==> src/rtl/tbt_pkg.sv <==
// ----------------------------------------------------------------------------
// tbt_pkg
// Shared codes, field widths and the command record passed from the request
// decoder through the command queue to the bucket table.
// ----------------------------------------------------------------------------
package tbt_pkg;

  localparam int REQ_W    = 3;
  localparam int SLOT_W   = 4;
  localparam int CNT_W    = 16;
  localparam int STATUS_W = 3;
  localparam int GIVEN_W  = 6;

  localparam int QDEPTH = 2;
  localparam int QPTR_W = $clog2(QDEPTH);
  localparam int QCNT_W = $clog2(QDEPTH + 1);

  typedef logic [REQ_W-1:0]    req_t;
  typedef logic [STATUS_W-1:0] status_t;

  localparam req_t REQ_TICK      = 3'd0;
  localparam req_t REQ_OPEN      = 3'd1;
  localparam req_t REQ_FETCH     = 3'd2;
  localparam req_t REQ_GIVE      = 3'd3;
  localparam req_t REQ_CLOSE     = 3'd4;
  localparam req_t REQ_CLOSE_ALL = 3'd5;

  localparam status_t ST_OK        = 3'd0;
  localparam status_t ST_INVALID   = 3'd1;
  localparam status_t ST_NO_SLOT   = 3'd2;
  localparam status_t ST_NO_TOKENS = 3'd3;
  localparam status_t ST_NOT_OPEN  = 3'd4;

  typedef struct packed {
    req_t              req;
    logic              bad_arg;
    logic [SLOT_W-1:0] slot;
    logic [CNT_W-1:0]  count;
    logic [CNT_W-1:0]  rate;
    logic [CNT_W-1:0]  depth_limit;
  } tbt_cmd_t;

endpackage

==> src/rtl/tbt_front.sv <==
// ----------------------------------------------------------------------------
// tbt_front
// Request decoder: checks slot range, zero counts and unknown request types
// and packs the request into a command record for the queue.
// ----------------------------------------------------------------------------
module tbt_front import tbt_pkg::*; #(
  parameter int NUM_SLOTS = 8
) (
  input  req_t              req_type,
  input  logic [SLOT_W-1:0] slot,
  input  logic [CNT_W-1:0]  count,
  input  logic [CNT_W-1:0]  rate,
  input  logic [CNT_W-1:0]  depth_limit,
  output tbt_cmd_t          cmd
);

  logic slot_bad;
  logic bad;

  assign slot_bad = (32'(slot) >= 32'(NUM_SLOTS));

  always_comb begin
    case (req_type)
      REQ_TICK, REQ_OPEN, REQ_CLOSE_ALL: bad = 1'b0;
      REQ_FETCH, REQ_GIVE:               bad = slot_bad || (count == '0);
      REQ_CLOSE:                         bad = slot_bad;
      default:                           bad = 1'b1;
    endcase
  end

  always_comb begin
    cmd.req         = req_type;
    cmd.bad_arg     = bad;
    cmd.slot        = slot;
    cmd.count       = count;
    cmd.rate        = rate;
    cmd.depth_limit = depth_limit;
  end

endmodule

==> src/rtl/tbt_queue.sv <==
// ----------------------------------------------------------------------------
// tbt_queue
// Short command queue between the decoder and the bucket table.
// ----------------------------------------------------------------------------
module tbt_queue import tbt_pkg::*; (
  input  logic     clk,
  input  logic     rst_n,
  input  logic     push_valid,
  output logic     push_ready,
  input  tbt_cmd_t push_data,
  output logic     pop_valid,
  input  logic     pop_ready,
  output tbt_cmd_t pop_data
);

  tbt_cmd_t            mem_r [QDEPTH];
  logic [QPTR_W-1:0]   wr_ptr_r, wr_ptr_nxt;
  logic [QPTR_W-1:0]   rd_ptr_r, rd_ptr_nxt;
  logic [QCNT_W-1:0]   cnt_r, cnt_nxt;
  logic                push_fire;
  logic                pop_fire;

  assign push_ready = (cnt_r != QCNT_W'(QDEPTH));
  assign pop_valid  = (cnt_r != '0);
  assign pop_data   = mem_r[rd_ptr_r];
  assign push_fire  = push_valid && push_ready;
  assign pop_fire   = pop_valid && pop_ready;

  always_comb begin
    wr_ptr_nxt = wr_ptr_r;
    rd_ptr_nxt = rd_ptr_r;
    cnt_nxt    = cnt_r;
    if (push_fire) begin
      wr_ptr_nxt = (32'(wr_ptr_r) == QDEPTH - 1) ? '0 : wr_ptr_r + 1'b1;
    end
    if (pop_fire) begin
      rd_ptr_nxt = (32'(rd_ptr_r) == QDEPTH - 1) ? '0 : rd_ptr_r + 1'b1;
    end
    if (push_fire && !pop_fire) begin
      cnt_nxt = cnt_r + 1'b1;
    end else if (pop_fire && !push_fire) begin
      cnt_nxt = cnt_r - 1'b1;
    end
  end

  always_ff @(posedge clk) begin
    if (!rst_n) begin
      wr_ptr_r <= '0;
      rd_ptr_r <= '0;
      cnt_r    <= '0;
    end else begin
      wr_ptr_r <= wr_ptr_nxt;
      rd_ptr_r <= rd_ptr_nxt;
      cnt_r    <= cnt_nxt;
    end
  end

  always_ff @(posedge clk) begin
    if (push_fire) begin
      mem_r[wr_ptr_r] <= push_data;
    end
  end

  a_cnt_range: assert property (@(posedge clk) disable iff (!rst_n)
    32'(cnt_r) <= QDEPTH)
    else $error("command queue count out of range");

  a_push_full: assert property (@(posedge clk) disable iff (!rst_n)
    (cnt_r == QCNT_W'(QDEPTH)) && !pop_fire |=> (cnt_r == QCNT_W'(QDEPTH)))
    else $error("full queue lost an entry without a pop");

  a_pop_count: assert property (@(posedge clk) disable iff (!rst_n)
    pop_fire && !push_fire |=> (cnt_r == $past(cnt_r) - 1'b1))
    else $error("queue count did not drop after a pop");

endmodule

==> src/rtl/tbt_back.sv <==
// ----------------------------------------------------------------------------
// tbt_back
// Bucket table: per-slot token cells updated in parallel, a priority encoder
// for open, and the result register.
// ----------------------------------------------------------------------------
module tbt_back import tbt_pkg::*; #(
  parameter int NUM_SLOTS   = 8,
  parameter int TOKEN_WIDTH = 16
) (
  input  logic                clk,
  input  logic                rst_n,
  input  logic                cmd_valid,
  output logic                cmd_ready,
  input  tbt_cmd_t            cmd,
  output logic                out_valid,
  input  logic                out_ready,
  output status_t             out_status,
  output logic [GIVEN_W-1:0]  out_slot_given,
  output logic [CNT_W-1:0]    out_amount
);

  localparam int IDX_W = (NUM_SLOTS > 1) ? $clog2(NUM_SLOTS) : 1;
  localparam int CW    = (TOKEN_WIDTH > CNT_W) ? TOKEN_WIDTH : CNT_W;
  localparam int SUM_W = CW + 1;
  localparam int TW    = TOKEN_WIDTH;

  logic [NUM_SLOTS-1:0] in_use_r, in_use_nxt;
  logic [TW-1:0]        tokens_r   [NUM_SLOTS];
  logic [TW-1:0]        tokens_nxt [NUM_SLOTS];
  logic [TW-1:0]        rate_r     [NUM_SLOTS];
  logic [TW-1:0]        cap_r      [NUM_SLOTS];
  logic [TW:0]          tick_sum   [NUM_SLOTS];
  logic [TW-1:0]        tick_val   [NUM_SLOTS];

  logic                 out_valid_r, out_valid_nxt;
  status_t              out_status_r, status_nxt;
  logic [GIVEN_W-1:0]   out_given_r, given_nxt;
  logic [CNT_W-1:0]     out_amount_r, amount_nxt;

  logic                 fire;
  logic                 cfg_wr;
  logic                 free_found;
  logic [IDX_W-1:0]     free_idx;
  logic [IDX_W-1:0]     idx;
  logic [TW-1:0]        have;
  logic [TW-1:0]        cap;
  logic [CW-1:0]        f_take;
  logic [SUM_W-1:0]     g_sum;
  logic [TW-1:0]        g_after;
  logic [TW-1:0]        g_added;

  assign cmd_ready = !out_valid_r || out_ready;
  assign fire      = cmd_valid && cmd_ready;

  assign idx  = IDX_W'(cmd.slot);
  assign have = tokens_r[idx];
  assign cap  = cap_r[idx];

  // lowest free slot
  always_comb begin
    free_found = 1'b0;
    free_idx   = '0;
    for (int i = NUM_SLOTS - 1; i >= 0; i--) begin
      if (!in_use_r[i]) begin
        free_found = 1'b1;
        free_idx   = IDX_W'(i);
      end
    end
  end

  // per-slot refill
  always_comb begin
    for (int i = 0; i < NUM_SLOTS; i++) begin
      tick_sum[i] = {1'b0, tokens_r[i]} + {1'b0, rate_r[i]};
      tick_val[i] = (tick_sum[i] >= {1'b0, cap_r[i]}) ? cap_r[i] : tick_sum[i][TW-1:0];
    end
  end

  always_comb begin
    f_take  = (CW'(have) < CW'(cmd.count)) ? CW'(have) : CW'(cmd.count);
    g_sum   = SUM_W'(have) + SUM_W'(cmd.count);
    g_after = (g_sum >= SUM_W'(cap)) ? cap : TW'(g_sum);
    g_added = (g_after >= have) ? (g_after - have) : '0;
  end

  always_comb begin
    in_use_nxt = in_use_r;
    tokens_nxt = tokens_r;
    status_nxt = ST_OK;
    given_nxt  = '0;
    amount_nxt = '0;
    cfg_wr     = 1'b0;
    if (cmd.bad_arg) begin
      status_nxt = ST_INVALID;
    end else begin
      case (cmd.req)
        REQ_TICK: begin
          for (int i = 0; i < NUM_SLOTS; i++) begin
            if (in_use_r[i]) begin
              tokens_nxt[i] = tick_val[i];
            end
          end
        end
        REQ_OPEN: begin
          if (free_found) begin
            in_use_nxt[free_idx] = 1'b1;
            tokens_nxt[free_idx] = '0;
            given_nxt            = GIVEN_W'(free_idx);
            cfg_wr               = 1'b1;
          end else begin
            status_nxt = ST_NO_SLOT;
          end
        end
        REQ_FETCH: begin
          if (!in_use_r[idx]) begin
            status_nxt = ST_NOT_OPEN;
          end else if (have == '0) begin
            status_nxt = ST_NO_TOKENS;
          end else begin
            tokens_nxt[idx] = have - TW'(f_take);
            amount_nxt      = CNT_W'(f_take);
          end
        end
        REQ_GIVE: begin
          if (!in_use_r[idx]) begin
            status_nxt = ST_NOT_OPEN;
          end else begin
            tokens_nxt[idx] = g_after;
            amount_nxt      = CNT_W'(g_added);
          end
        end
        REQ_CLOSE: begin
          if (!in_use_r[idx]) begin
            status_nxt = ST_NOT_OPEN;
          end else begin
            in_use_nxt[idx] = 1'b0;
            tokens_nxt[idx] = '0;
          end
        end
        REQ_CLOSE_ALL: begin
          in_use_nxt = '0;
          for (int i = 0; i < NUM_SLOTS; i++) begin
            tokens_nxt[i] = '0;
          end
        end
        default: begin
          status_nxt = ST_INVALID;
        end
      endcase
    end
  end

  always_comb begin
    out_valid_nxt = out_valid_r;
    if (fire) begin
      out_valid_nxt = 1'b1;
    end else if (out_ready) begin
      out_valid_nxt = 1'b0;
    end
  end

  always_ff @(posedge clk) begin
    if (!rst_n) begin
      in_use_r    <= '0;
      tokens_r    <= '{default: '0};
      out_valid_r <= 1'b0;
    end else begin
      out_valid_r <= out_valid_nxt;
      if (fire) begin
        in_use_r <= in_use_nxt;
        tokens_r <= tokens_nxt;
      end
    end
  end

  always_ff @(posedge clk) begin
    if (fire) begin
      out_status_r <= status_nxt;
      out_given_r  <= given_nxt;
      out_amount_r <= amount_nxt;
    end
    if (fire && cfg_wr) begin
      rate_r[free_idx] <= TW'(cmd.rate);
      cap_r[free_idx]  <= TW'(cmd.depth_limit);
    end
  end

  assign out_valid      = out_valid_r;
  assign out_status     = out_status_r;
  assign out_slot_given = out_given_r;
  assign out_amount     = out_amount_r;

  a_close_all: assert property (@(posedge clk) disable iff (!rst_n)
    fire && !cmd.bad_arg && (cmd.req == REQ_CLOSE_ALL) |=> (in_use_r == '0))
    else $error("close all left a slot open");

  a_open_full: assert property (@(posedge clk) disable iff (!rst_n)
    fire && !cmd.bad_arg && (cmd.req == REQ_OPEN) && (&in_use_r)
    |=> (out_status_r == ST_NO_SLOT))
    else $error("open on a full table did not report no free slot");

  a_result_shown: assert property (@(posedge clk) disable iff (!rst_n)
    fire |=> out_valid_r)
    else $error("served command produced no result");

endmodule

==> src/rtl/token_bucket_table.sv <==
// ----------------------------------------------------------------------------
// token_bucket_table
// Table of NUM_SLOTS token buckets serving tick, open, fetch, give back,
// close and close all requests, one result beat per request beat.
// ----------------------------------------------------------------------------
// Usage:
//   in_*  : request beat (req_type, slot, count, rate, depth_limit), valid/ready
//   out_* : result beat (status, slot_given, amount), valid/ready
//   A request beat lands in a two-entry command queue; the bucket table takes
//   it from the queue when its result register is empty or being taken and
//   registers the result, so each result passes through a queue entry and
//   then the result register before it is offered.
//   Throughput is one request per cycle while the receiver takes results:
//   every request, tick and close all included, updates the per-slot cells in
//   parallel, and open picks the lowest free slot through a priority encoder in the same cycle.
//   When the receiver stalls, the result register holds, the table stops
//   taking commands and the queue absorbs up to two more requests before
//   in_ready drops.
//   Reset (rst_n low, synchronous) frees every slot, zeroes every token
//   count and empties the queue and the result register; refill rates and
//   caps are written only by open.
// ----------------------------------------------------------------------------
module token_bucket_table import tbt_pkg::*; #(
  parameter int NUM_SLOTS   = 8,
  parameter int TOKEN_WIDTH = 16
) (
  input  logic               clk,
  input  logic               rst_n,
  input  logic               in_valid,
  output logic               in_ready,
  input  req_t               in_req_type,
  input  logic [SLOT_W-1:0]  in_slot,
  input  logic [CNT_W-1:0]   in_count,
  input  logic [CNT_W-1:0]   in_rate,
  input  logic [CNT_W-1:0]   in_depth_limit,
  output logic               out_valid,
  input  logic               out_ready,
  output status_t            out_status,
  output logic [GIVEN_W-1:0] out_slot_given,
  output logic [CNT_W-1:0]   out_amount
);

  tbt_cmd_t front_cmd;
  tbt_cmd_t q_cmd;
  logic     q_valid;
  logic     q_ready;

  tbt_front #(
    .NUM_SLOTS (NUM_SLOTS)
  ) u_front (
    .req_type    (in_req_type),
    .slot        (in_slot),
    .count       (in_count),
    .rate        (in_rate),
    .depth_limit (in_depth_limit),
    .cmd         (front_cmd)
  );

  tbt_queue u_queue (
    .clk        (clk),
    .rst_n      (rst_n),
    .push_valid (in_valid),
    .push_ready (in_ready),
    .push_data  (front_cmd),
    .pop_valid  (q_valid),
    .pop_ready  (q_ready),
    .pop_data   (q_cmd)
  );

  tbt_back #(
    .NUM_SLOTS   (NUM_SLOTS),
    .TOKEN_WIDTH (TOKEN_WIDTH)
  ) u_back (
    .clk            (clk),
    .rst_n          (rst_n),
    .cmd_valid      (q_valid),
    .cmd_ready      (q_ready),
    .cmd            (q_cmd),
    .out_valid      (out_valid),
    .out_ready      (out_ready),
    .out_status     (out_status),
    .out_slot_given (out_slot_given),
    .out_amount     (out_amount)
  );

endmodule

==> config.mk <==
export PLATFORM = sky130hd
export DESIGN_NAME = token_bucket_table
export DESIGN_NICKNAME = d
export VERILOG_FILES = /design/src/rtl/tbt_pkg.sv /design/src/rtl/tbt_front.sv /design/src/rtl/tbt_queue.sv /design/src/rtl/tbt_back.sv /design/src/rtl/token_bucket_table.sv
export SDC_FILE = /design/constraint.sdc
export NUM_CORES = 2
export LEC_CHECK = 0
export BUFFER_PORTS_ARGS = -buffer_cell sky130_fd_sc_hd__clkbuf_2
export CORE_ASPECT_RATIO = 1.1
export CORE_UTILIZATION = 50
export CTS_CLUSTER_SIZE = 16
export DETAILED_ROUTE_END_ITERATION = 10
export HOLD_SLACK_MARGIN = 0.02
export PLACE_DENSITY = 0.77
export REMOVE_ABC_BUFFERS = 1
export SETUP_SLACK_MARGIN = 0.4
export SLEW_MARGIN = 15
export SYNTH_ARGS = -nofsm -noshare
export SYNTH_HDL_FRONTEND = slang
export SYNTH_SLANG_ARGS = --single-unit
==> constraint.sdc <==
create_clock -name clk -period 16.8 [get_ports clk]
set_input_delay 3.36 -clock clk [delete_from_list [all_inputs] [get_ports clk]]
set_output_delay 3.36 -clock clk [all_outputs]
set_load 0.005 [all_outputs]
==> summary.md <==
Entering global routing, the biggest net connects 57 pins. The global-route met2 utilization is 0.5956, and the synthesized cell area is 35270 sq um. Once detail routing completed, the nets flagged for antenna violations numbered 0.

The tools report the number of antenna violations at the first check in global routing as 16. The critical path in this run is classified as register to register. Setup slack on the worst reg-to-reg path comes out at 5.98 ns. Summed over all layers, the global routing overflow is 0. The endpoint of the lowest-slack register-to-register path was u_back.out_amount[15]$_SDFFCE_PP0P_.

The tools report the post-synthesis sequential area ratio as 0.4110. The die covers 71600 sq um. TritonCTS built the clock tree.

The vias per cell came out at 6.784. Of all nets on the critical path, the largest fanout is 49. The proportion of synthesized flip-flops having asynchronous set or reset was 0. After synthesis, the cell types taking the most area are sky130_fd_sc_hd__edfxtp_1 33%, sky130_fd_sc_hd__ha_1 12%, sky130_fd_sc_hd__dfxtp_1 8.1%, sky130_fd_sc_hd__mux2i_1 3.4%, sky130_fd_sc_hd__a21oi_1 3.3%.

The critical path arrival is 11.31 ns. Setup repair after global routing left no endpoint under its margin. Port buffering added 82 buffers. The horizontal extent of the die was 255.2 um. Routed wire length: 145300 um.

CTS built an H-tree with a depth of 2. CTS placed an instance of sky130_fd_sc_hd__clkbuf_16 at the clock tree root. The met1 layer usage reported by global route is 0.5228, and the post-synthesis to final-layout area growth is 9.693%. On the critical path, the stage with the largest delay is an instance of sky130_fd_sc_hd__dfxtp_4. VDD sags by at most 157.1 uV.

The clock buffer count from CTS came out at 55. Counting I/O delays and the setup requirement, the final critical path takes 10.82 ns. For this run, design rule violations remaining after detail routing come to 0.

The tools report the number of distinct library cell variants in the gate-level netlist after synthesis as 106. In this run, the number of DRC markers left after iteration 0 of detailed routing was 4166. The most critical setup path has its endpoint at u_back.out_amount[15]$_SDFFCE_PP0P_. In this run the vertical extent of the chip is 280.5 um.

The total leakage power was 15.78 nW; the net total in the final layout was 3983. The top cell type's share of synthesized area was 0.3304; the floorplan row count was 101. The congestion estimate from routability-driven global placement came to 1.084.

The number of global-route vias before repair was 28620; the post-cts repair resize count was 0. At the pin with the least slew margin, the transition time is 1.294 ns. For the hold violation count in the final report, the log shows 0. The final period utilization is 0.6438, and the total number of vias is 30900. sky130_fd_sc_hd__edfxtp_1 takes more of the synthesized area than any other cell. The effective utilization at floorplan was 0.5083; the data required time at the worst endpoint was 17.29 ns. The max-slew violation total from the final report was 0. The synthesized area divided by synthesized cell count is 10.04 sq um. STA classifies the critical path startpoint as a register.

CTS saw 530 sinks. Counting along the longest clock path gives a buffer depth of 3. Measured in cells, the most critical reg-to-reg path has a length of 37. The tools report the I/O pin total as 86. The worst hold path belongs to the class register to register.

Most common cell in the netlist: sky130_fd_sc_hd__edfxtp_1. In the synthesized netlist the dominant register cell turns out to be sky130_fd_sc_hd__edfxtp_1. The synthesis-stage register bit count works out to 530.

met2 is the most crowded layer. The tools report the setup TNS after final layout as 0 ns. The fraction of final layout cells with drive strength greater than 1 was 0.1060; the final-report setup violation count was 0. Dividing the detail-routed wire length by the instance count gives 31.89 um. The number of synthesized flops with an enable pin is 388, and the global router's overall resource usage is 0.4038.

Stage delay of the slowest cell on the critical path: 0.90 ns. The cell count after synthesis came out at 3513. Number of buffers inserted by hold repair at cts: 0. The cell area power density is 198.3 nW/um^2, and the first-pass detailed-route iteration total is 6. The first-pass GRT wire length was 203400 um; the insertion delay of the later-clocked pin in the worst-skew pair was 0.66 ns. Normalized max-slew margin: 0.1373. The worst setup path is captured at a register.

The tools report the core box area as 69380 sq um. The logs give 0.5576 for the final standard cell utilization of the core and 0.04420 ns for the worst clock skew on the final layout. Timing would allow up to 92.45 MHz. The number of max-cap violations came out at 0. The run finished with clean final reports. The number of setup buffers added after CTS is 0.

The Yosys step of the flow raised 0 warnings. Counting instances in the post-synthesis netlist gives the leading cell types as 388 x sky130_fd_sc_hd__edfxtp_1, 337 x sky130_fd_sc_hd__ha_1, 287 x sky130_fd_sc_hd__nor2_1. The clock slew seen by the registers of the worst setup and hold paths came out at 0.06 ns. The logs give 7.671 mW for the total power and 110100 um for the post-DP HPWL.

The met3 track demand over resource in global routing is 0.08962.
==> layout by cell type, fill, tap and decap left out, types with 26 or more instances in the layout <==
cell type / instances
sky130_fd_sc_hd__a211oi_1: 44
sky130_fd_sc_hd__a21o_1: 58
sky130_fd_sc_hd__a21oi_1: 235
sky130_fd_sc_hd__a22o_1: 86
sky130_fd_sc_hd__a31oi_1: 26
sky130_fd_sc_hd__and3_1: 26
sky130_fd_sc_hd__buf_4: 52
sky130_fd_sc_hd__clkbuf_16: 55
sky130_fd_sc_hd__clkbuf_2: 82
sky130_fd_sc_hd__dfxtp_1: 141
sky130_fd_sc_hd__edfxtp_1: 388
sky130_fd_sc_hd__ha_1: 337
sky130_fd_sc_hd__inv_1: 236
sky130_fd_sc_hd__mux2_2: 59
sky130_fd_sc_hd__mux2i_1: 120
sky130_fd_sc_hd__nand2_1: 224
sky130_fd_sc_hd__nand3_1: 59
sky130_fd_sc_hd__nand4_1: 38
sky130_fd_sc_hd__nor2_1: 279
sky130_fd_sc_hd__nor2b_1: 41
sky130_fd_sc_hd__nor3_1: 79
sky130_fd_sc_hd__o21a_1: 37
sky130_fd_sc_hd__o21ai_0: 152
sky130_fd_sc_hd__o22ai_1: 101
sky130_fd_sc_hd__xnor2_1: 95
sky130_fd_sc_hd__xor2_1: 41
==> where the power goes <==
part	internal [mW]	total [mW]	switching, mW
clock network	0.746	1.31	0.559
logic	1.55	4.60	3.05
registers	1.60	1.76	0.164
==> critical path: cells and delay by family (launching register included) <==
kind / cells / cell delay, ns
AOI/OAI and AO/OA: 16 / 4.18
muxes: 3 / 1.17
buffers and inverters: 6 / 1.50
xor gates and xnor gates: 1 / 0.38
DFF: 1 / 0.90
and+or+nand+nor: 7 / 1.18
adders and majority gates: 4 / 1.29
==> metrics by stage <==
| step | setup WS (ns) | instances | hold slack (ns) | instance area [sq um] |
|---|---|---|---|---|
| floorplan | 5.378 | 3384 | 0.4482 | 34610 |
| global placement | 6.489 | 4445 | 0.4980 | 36740 |
| detailed placement | 6.353 | 4445 | 0.5162 | 36740 |
| CTS | 6.271 | 4549 | 0.5278 | 38660 |
| global route | 5.343 | 4550 | 0.5362 | 38670 |
| finish | 5.984 | 4555 | 0.5305 | 38690 |
==> area by class of cell <==
| cell class | instances | area [sq um] |
|---|---|---|
| fill | 6062 | 30690 |
| multi-input combinational | 2616 | 19390 |
| sequential | 530 | 14500 |
| clock buffer | 69 | 1499 |
| tap | 927 | 1160 |
| inverter | 238 | 893.4 |
| timing repair buffer | 135 | 812.0 |
| clock inverter | 35 | 421.7 |
| antenna | 5 | 12.51 |
==> how the worst min path moves through the flow <==
stage,startpoint,endpoint,slack (ns),cells after the start
6_report,u_back.tokens_r[125]$_SDFFE_PN0P_,u_back.tokens_r[125]$_SDFFE_PN0P_,0.53,1
5_1_grt,u_back.tokens_r[125]$_SDFFE_PN0P_,u_back.tokens_r[125]$_SDFFE_PN0P_,0.54,1
4_1_cts,u_back.tokens_r[125]$_SDFFE_PN0P_,u_back.tokens_r[125]$_SDFFE_PN0P_,0.53,1
3_5_place_dp,u_back.tokens_r[125]$_SDFFE_PN0P_,u_back.tokens_r[125]$_SDFFE_PN0P_,0.52,1
3_3_place_gp,u_queue.rd_ptr_r$_SDFFE_PN0P_,u_queue.rd_ptr_r$_SDFFE_PN0P_,0.50,2
2_1_floorplan,u_back.tokens_r[39]$_SDFFE_PN0P_,u_back.tokens_r[39]$_SDFFE_PN0P_,0.45,2
==> flip-flops by register name, summed over array words and instances (netlist names), named ones only <==
register / flops
u_back.cap_r: 128
u_back.rate_r: 128
u_back.tokens_r: 128
u_queue.mem_r: 110
u_back.out_amount: 16
u_back.in_use_r: 8
u_back.out_slot_given: 3
u_back.out_status: 3
u_queue.cnt_r: 2
u_back.out_valid: 1
u_queue.rd_ptr_r: 1
u_queue.wr_ptr_r: 1
==> routing by layer <==
metal	routed length [um]	part of all wire
met1	54780	0.38
met2	61580	0.42
met4	12150	0.084
met5	63	0.00043
met3	16690	0.11
==> cells by family after synthesis <==
kind of cell             share of synthesized area
AO/OA/AOI/OAI                               0.2021
XOR/XNOR                                   0.03377
adder cells (fa/ha/maj)                     0.1258
buffers and inverters                      0.04410
flip-flops                                  0.4110
multiplexers                               0.06258
other                                    0.0001063
AND/OR/NAND/NOR                             0.1206
No activity file was read; power rests on OpenSTA's default activity.
